===== src/hw/rtl/sm3_pkg.sv =====
// ----------------------------------------------------------------------------
// sm3_pkg
// Shared types, constants and bit functions for the SM3 compression core.
// ----------------------------------------------------------------------------
`default_nettype none

package sm3_pkg;

  localparam int unsigned WordW   = 32;
  localparam int unsigned NumRnd  = 64;
  localparam int unsigned WinLen  = 16;

  typedef logic [WordW-1:0] word_t;
  typedef word_t [7:0]      vstate_t;
  typedef logic [3:0]       wcnt_t;
  typedef logic [5:0]       rnd_t;
  typedef logic [2:0]       didx_t;

  localparam wcnt_t LastWord = 4'd15;
  localparam rnd_t  LastRnd  = 6'(NumRnd - 1);
  localparam rnd_t  SwapRnd  = 6'd15;
  localparam didx_t LastIdx  = 3'd7;

  localparam word_t TLow  = 32'h79cc4519;
  localparam word_t THigh = 32'h7a879d8a;
  // high constant pre-rotated by sixteen, the first round that uses it
  localparam word_t THigh16 = {THigh[15:0], THigh[31:16]};

  localparam vstate_t Iv = {
    32'hb0fb0e4e, 32'he38dee4d, 32'h163138aa, 32'ha96f30bc,
    32'hda8a0600, 32'h172442d7, 32'h4914b2b9, 32'h7380166f
  };

  typedef struct packed {
    logic shift;
    logic load;
  } sched_ctrl_t;

  // n is a constant between 1 and 31 at every call
  function automatic word_t rotl(word_t x, int unsigned n);
    return (x << n) | (x >> (WordW - n));
  endfunction

  function automatic word_t p0(word_t x);
    return x ^ rotl(x, 9) ^ rotl(x, 17);
  endfunction

  function automatic word_t p1(word_t x);
    return x ^ rotl(x, 15) ^ rotl(x, 23);
  endfunction

endpackage

`default_nettype wire


===== src/hw/rtl/sm3_msg_sched.sv =====
// ----------------------------------------------------------------------------
// sm3_msg_sched
// Sixteen-word sliding window: shifts in message words while loading, then
// shifts in expanded words, one per round, giving W[j] and W[j+4].
// ----------------------------------------------------------------------------
`default_nettype none

module sm3_msg_sched (
  input  wire                  clk_i,
  input  sm3_pkg::sched_ctrl_t ctrl_i,
  input  sm3_pkg::word_t       word_i,
  output sm3_pkg::word_t       w_j_o,
  output sm3_pkg::word_t       w_j4_o
);
  import sm3_pkg::*;

  word_t win_q [WinLen];
  word_t exp_word;

  assign exp_word = p1(win_q[0] ^ win_q[7] ^ rotl(win_q[13], 15))
                  ^ rotl(win_q[3], 7) ^ win_q[10];

  always_ff @(posedge clk_i) begin
    if (ctrl_i.shift) begin
      for (int i = 0; i < WinLen - 1; i++) begin
        win_q[i] <= win_q[i+1];
      end
      win_q[WinLen-1] <= ctrl_i.load ? word_i : exp_word;
    end
  end

  assign w_j_o  = win_q[0];
  assign w_j4_o = win_q[4];

endmodule

`default_nettype wire


===== src/hw/rtl/sm3_round.sv =====
// ----------------------------------------------------------------------------
// sm3_round
// One SM3 compression round; the sequencer applies it 64 times per block.
// ----------------------------------------------------------------------------
`default_nettype none

module sm3_round (
  input  sm3_pkg::vstate_t v_i,
  input  sm3_pkg::word_t   w_j_i,
  input  sm3_pkg::word_t   w_j4_i,
  input  sm3_pkg::word_t   tj_i,
  input  wire              high_i,
  output sm3_pkg::vstate_t v_o
);
  import sm3_pkg::*;

  word_t a12, ss1, ss2, ff, gg, tt1, tt2;

  always_comb begin
    a12 = rotl(v_i[0], 12);
    ss1 = rotl(a12 + v_i[4] + tj_i, 7);
    ss2 = ss1 ^ a12;
    if (high_i) begin
      ff = (v_i[0] & v_i[1]) | (v_i[0] & v_i[2]) | (v_i[1] & v_i[2]);
      gg = (v_i[4] & v_i[5]) | (~v_i[4] & v_i[6]);
    end else begin
      ff = v_i[0] ^ v_i[1] ^ v_i[2];
      gg = v_i[4] ^ v_i[5] ^ v_i[6];
    end
    tt1 = ff + v_i[3] + ss2 + (w_j_i ^ w_j4_i);
    tt2 = gg + v_i[7] + ss1 + w_j_i;
    v_o[0] = tt1;
    v_o[1] = v_i[0];
    v_o[2] = rotl(v_i[1], 9);
    v_o[3] = v_i[2];
    v_o[4] = p0(tt2);
    v_o[5] = v_i[4];
    v_o[6] = rotl(v_i[5], 19);
    v_o[7] = v_i[6];
  end

endmodule

`default_nettype wire


===== src/hw/rtl/sm3_hash_compression_top.sv =====
// ----------------------------------------------------------------------------
// sm3_hash_compression_top
// SM3 compression core: takes padded message words, compresses each 512-bit
// block and emits the eight digest words after the final block.
//
//   channel  direction  handshake               payload
//   in       sink       in_valid_i / in_stall_o  message_word, first/final_block
//   out      source     out_valid_o / out_stall_i digest_word, digest_index, last_word
//
// words 1..15 of a block are only taken into the window; the sixteenth starts
// the 64 rounds of the shared round unit.
// after a final block eight digest words follow, one per unstalled cycle.
// in_stall_o is high during rounds and while the digest is emitted.
// reset loads the standard initial value and clears the word count.
// ----------------------------------------------------------------------------
`default_nettype none

module sm3_hash_compression_top (
  input  wire                 clk_i,
  input  wire                 rst_ni,
  input  wire                 in_valid_i,
  output logic                in_stall_o,
  input  sm3_pkg::word_t      message_word_i,
  input  wire                 first_block_i,
  input  wire                 final_block_i,
  output logic                out_valid_o,
  input  wire                 out_stall_i,
  output sm3_pkg::word_t      digest_word_o,
  output sm3_pkg::didx_t      digest_index_o,
  output logic                last_word_o
);
  import sm3_pkg::*;

  typedef enum logic [1:0] {
    StLoad,
    StRound,
    StEmit
  } state_e;

  state_e      state_q, state_d;
  wcnt_t       wcnt_q, wcnt_d;
  rnd_t        rnd_q, rnd_d;
  didx_t       idx_q, idx_d;
  logic        final_q, final_d;
  word_t       tj_q, tj_d;
  vstate_t     v_q, v_d, cv_q, cv_d, v_next;
  word_t       w_j, w_j4;
  sched_ctrl_t sched_ctrl;
  logic        in_acc, out_acc;

  assign in_stall_o  = (state_q != StLoad);
  assign out_valid_o = (state_q == StEmit);
  assign in_acc      = in_valid_i && !in_stall_o;
  assign out_acc     = out_valid_o && !out_stall_i;

  assign sched_ctrl.load  = (state_q == StLoad);
  assign sched_ctrl.shift = in_acc || (state_q == StRound);

  sm3_msg_sched u_sched (
    .clk_i  (clk_i),
    .ctrl_i (sched_ctrl),
    .word_i (message_word_i),
    .w_j_o  (w_j),
    .w_j4_o (w_j4)
  );

  sm3_round u_round (
    .v_i    (v_q),
    .w_j_i  (w_j),
    .w_j4_i (w_j4),
    .tj_i   (tj_q),
    .high_i (rnd_q[5:4] != 2'b00),
    .v_o    (v_next)
  );

  always_comb begin
    state_d = state_q;
    wcnt_d  = wcnt_q;
    rnd_d   = rnd_q;
    idx_d   = idx_q;
    final_d = final_q;
    tj_d    = tj_q;
    v_d     = v_q;
    cv_d    = cv_q;
    unique case (state_q)
      StLoad: begin
        if (in_acc) begin
          wcnt_d = wcnt_q + 4'd1;
          if (wcnt_q == LastWord) begin
            state_d = StRound;
            rnd_d   = '0;
            tj_d    = TLow;
            final_d = final_block_i;
            if (first_block_i) begin
              cv_d = Iv;
              v_d  = Iv;
            end else begin
              v_d = cv_q;
            end
          end
        end
      end
      StRound: begin
        v_d   = v_next;
        rnd_d = rnd_q + 6'd1;
        tj_d  = (rnd_q == SwapRnd) ? THigh16 : rotl(tj_q, 1);
        if (rnd_q == LastRnd) begin
          cv_d    = cv_q ^ v_next;
          idx_d   = '0;
          state_d = final_q ? StEmit : StLoad;
        end
      end
      StEmit: begin
        if (out_acc) begin
          idx_d = idx_q + 3'd1;
          if (idx_q == LastIdx) begin
            state_d = StLoad;
          end
        end
      end
      default: state_d = StLoad;
    endcase
  end

  always_ff @(posedge clk_i or negedge rst_ni) begin
    if (!rst_ni) begin
      state_q <= StLoad;
      wcnt_q  <= '0;
      rnd_q   <= '0;
      idx_q   <= '0;
      final_q <= 1'b0;
      cv_q    <= Iv;
    end else begin
      state_q <= state_d;
      wcnt_q  <= wcnt_d;
      rnd_q   <= rnd_d;
      idx_q   <= idx_d;
      final_q <= final_d;
      cv_q    <= cv_d;
    end
  end

  always_ff @(posedge clk_i) begin
    tj_q <= tj_d;
    v_q  <= v_d;
  end

  assign digest_word_o  = cv_q[idx_q];
  assign digest_index_o = idx_q;
  assign last_word_o    = (idx_q == LastIdx);

`ifndef SYNTHESIS
  a_emit_stalls_in: assert property (@(posedge clk_i) disable iff (!rst_ni)
    out_valid_o |-> in_stall_o)
    else $error("input taken while digest is emitted");

  a_rounds_end: assert property (@(posedge clk_i) disable iff (!rst_ni)
    (state_q == StRound && rnd_q == LastRnd) |=> (state_q != StRound))
    else $error("round sequence overran");

  a_emit_at_block_edge: assert property (@(posedge clk_i) disable iff (!rst_ni)
    out_valid_o |-> (wcnt_q == 4'd0))
    else $error("digest emitted mid block");

  a_last_advances: assert property (@(posedge clk_i) disable iff (!rst_ni)
    (out_acc && last_word_o) |=> !out_valid_o)
    else $error("digest emit ran past last word");
`endif

endmodule

`default_nettype wire


===== config.mk =====
export PLATFORM = sky130hd
export DESIGN_NAME = sm3_hash_compression_top
export DESIGN_NICKNAME = d
export VERILOG_FILES = /design/src/hw/rtl/sm3_pkg.sv /design/src/hw/rtl/sm3_msg_sched.sv /design/src/hw/rtl/sm3_round.sv /design/src/hw/rtl/sm3_hash_compression_top.sv
export SDC_FILE = /design/constraint.sdc
export NUM_CORES = 2
export LEC_CHECK = 0
export CELL_PAD_IN_SITES_DETAIL_PLACEMENT = 1
export CELL_PAD_IN_SITES_GLOBAL_PLACEMENT = 1
export CORE_UTILIZATION = 48
export DETAILED_ROUTE_END_ITERATION = 8
export DONT_BUFFER_PORTS = 1
export GPL_TIMING_DRIVEN = 0
export PLACE_DENSITY_LB_ADDON = 0.1
export SLEW_MARGIN = 30
export SYNTH_ARGS = -nofsm -noshare
export SYNTH_HDL_FRONTEND = slang
export SYNTH_HIERARCHICAL = 1
export SYNTH_SLANG_ARGS = --single-unit
export TNS_END_PERCENT = 5

===== constraint.sdc =====
create_clock -name clk_i -period 12.99 [get_ports clk_i]
set_input_delay 0.6495 -clock clk_i [delete_from_list [all_inputs] [get_ports clk_i]]
set_output_delay 0.6495 -clock clk_i [all_outputs]
set_load 0.03 [all_outputs]

==> key figures <==
Place
  • Port bufs: 0
  • Final GP Congestion: 1.02
  • Final HPWL DP: 185,000 um

Route
  • Detailed Route WL: 242,000 um
  • Initial drt markers: 5,620
  • ANT nets after route: 0
  • Via count: 43.8k
  • DRC viols: 0
  • Routed vias/inst: 6.56
  • First-pass DRT Iterations: 6
  • Per-cell routed wire length: 36.2 um

Setup path
  • CP max FO: 5
  • Worst setup EP type: flip-flop
  • Crit. Startpoint: v_q[129]$_DFFE_PP_
  • Most used cell, CP: fa_1
  • Critical Path Start Type: flip-flop
  • RR Startpoint: v_q[129]$_DFFE_PP_
  • Critical-path top delay cell: xnor2_1
  • R2R Setup Slk: 3660 ps
  • Required @ worst endpoint: 13,680 ps
  • CP peak stage delay: 930 ps
  • CP arrival: 10,020 ps
  • Worst Setup Path Type: flip-flop to flip-flop

Worst hold path
  • Hold_sp: final_block_i
  • Hold crit path type: input port to flip-flop

Synthesis
  • Post-synthesis mux area share: 4.00%
  • Largest family of logic cells by synthesized area: compound AO/OA/AOI/OAI gates
  • Area contributors post-synth: edfxtp_1, dfrtp_1, fa_1, dfstp_2, xnor2_1
  • Async S/R FF share, synth: 25.4%
  • Post-Syn Instances: 4,808
  • Synth Area in Adders: 8.48%
  • Top-area cell type share of the netlist area: 41.0%
  • Post-synth cell types: 89
  • Mapped Area: 58,500 um^2
  • Compound-Gate Fraction of Synth Area: 11.0%
  • Post-Synth XOR/XNOR Area: 6.92%
  • Avg Inst Size Synth: 12.2 um^2
  • Post-synth EDFFs: 800
  • Seq/Total Area, Yosys: 52.9%
  • Synthesized flop and latch total: 1,072
  • Yosys warnings: 6
  • Leading area contributor after synthesis: edfxtp_1
  • Synth Area in Simple Gates: 10.9%
  • Mapped Nets: 5,130
  • Main synth FF type: edfxtp_1

Layout
  • Multi-input gate area: 24,300 um^2
  • Nets@finish: 5,267
  • Number of fill cells: 12.3k
  • Layout cell share with drive strength beyond 1: 15.3%
  • Commonest cells after routing, fill and taps aside: edfxtp_1, o21ai_0, nand2_1
  • Area grow syn2layout: 11.2%
  • Most common cell after layout, fill and taps aside: edfxtp_1
  • Register area: 31,000 um^2

Timing
  • Final hold violation count: 0
  • RSZ-0062 raised after global routing: no
  • Slew Limit Fails: 0
  • Post-route clock period utilization: 71.8%
  • Clock Skew: 35.0 ps
  • Slew HR: 22.6%
  • Slew @ Worst Pin: 1130 ps
  • Setup-failing EPs final: 0
  • Setup TNS: 0 ps
  • Crit path time final: 9330 ps
  • Fmax: 107 MHz

Clock network
  • Cts repair resizes: 0
  • Num CTS Buffers: 119
  • Clock Sinks: 1,072
  • CTS Buffer Depth: 3
  • Worst skew pair latency: 780 ps
  • CTS tree: done
  • # H-tree levels: 3
  • Root Buffer: clkbuf_16
  • Clk slew on worst S/H paths: 60 ps

Die
  • Die ar.: 123,000 um^2
  • Core Box Area: 120,000 um^2
  • Height of the die: 351 um
  • Die X: 351 um
  • IO Count: 76
  • Initial Util: 48.6%
  • Num rows: 127

GRT
  • Total grt overflow: 0
  • Initial antenna violation count: 22
  • GRT Util Overall: 39.3%
  • Largest net degree at the start of global routing: 273
  • First-pass GRT wire length: 334,000 um
  • Vias in the first global route: 43.0k

Status
  • Status: complete, no violations

Flow run
  • # Max-Cap Violations: 0
[final cells by class]
cell class | instances | area share [%]
flip-flops and latches | 1072 | 47.6
repair buffers | 16 | 0.584
well taps | 1612 | 3.10
diodes | 11 | 0.0423
clock buffers | 162 | 5.02
multi-input cells | 3075 | 37.3
inverters | 173 | 1.01
plain buffers | 488 | 4.16
clock inverters | 64 | 1.23
[sequential cells by signal (all words and copies together), names as in the netlist]
| register | cells |
|---|---|
| tj_q | 32 |
| cv_q | 256 |
| rnd_q | 6 |
| v_q | 256 |
| wcnt_q | 4 |
| u_sched/win_q | 512 |
| final_q | 1 |
| digest_index_o | 3 |
| state_q | 2 |
[path summary, 6_finish.rpt]
| check | end | cells past startpoint |
|---|---|---|
| worst max-delay path | cv_q[156]$_DFFE_PN0P_ | 27 |
| worst min-delay path | final_q$_DFFE_PN0P_ | 1 |
| worst max register to register | cv_q[156]$_DFFE_PN0P_ | 27 |
| worst min register to register | u_sched/win_q[0][30]$_DFFE_PP_ | 0 |
| max in group asynchronous | cv_q[49]$_DFFE_PN0P_ | 4 |
| min in group asynchronous | cv_q[170]$_DFFE_PN0P_ | 2 |
[kinds of logic after synthesis]
family | count (synthesis)
xor+xnor | 389
simple gates | 1209
compound gates | 1045
fa+ha+maj | 284
buf+inv | 661
mux | 148
flops | 1072
[per-layer routing]
layer / vias up / wire (um) / GRT usage (%) / part of all wire (%)
li1: 17900 / - / - / -
met1: 22700 / 92600 / 51.4 / 38
met2: 2572 / 105000 / 58.2 / 43
met3: 535 / 28800 / 12.4 / 12
met4: 12 / 15700 / 21.1 / 6.5
met5: - / 77 / 0 / 0.032
[cell usage after synthesis, drive strengths merged (145+ instances only)]
library cell,count
xnor2,288
o21ai,472
nand4,268
inv,173
fa,188
nand3,145
edfxtp,800
nand2,321
a21oi,221
clkbuf,202
buf,286
dfrtp,153
or3,268
[worst max-delay path: cells and delay by family (launching register included)]
family          cells  cell delay (ps)
buf+inv             2              200
simple gates        4              970
compound gates     13             3450
xor+xnor            2             1390
flops               1              630
fa+ha+maj           6             2570
[stage by stage]
step / instance area [um^2] / hold slack, ps / utilization, % / setup slack (ps) / instances
5_1_grt: 65100 / 38.2 / 54.0 / 3460 / 6669
4_1_cts: 65000 / 15.4 / 54.0 / 3860 / 6658
2_1_floorplan: 58500 / 354 / - / 5040 / 4808
6_report: 65100 / 47.7 / 54.1 / 3660 / 6673
3_5_place_dp: 60900 / 389 / 50.5 / 3920 / 6431
3_3_place_gp: 60500 / 391 / 50.3 / 1300 / 6420
[what timing repair did]
| action | CTS | global route |
|---|---|---|
| hold buffers | 1 | 1 |
| hold endpoints to repair | 272 | 4 |
| setup buffers | 0 | 0 |
Power is not shown: default switching activity piles up to over one toggle a cycle in this logic, so the estimate is an artifact.
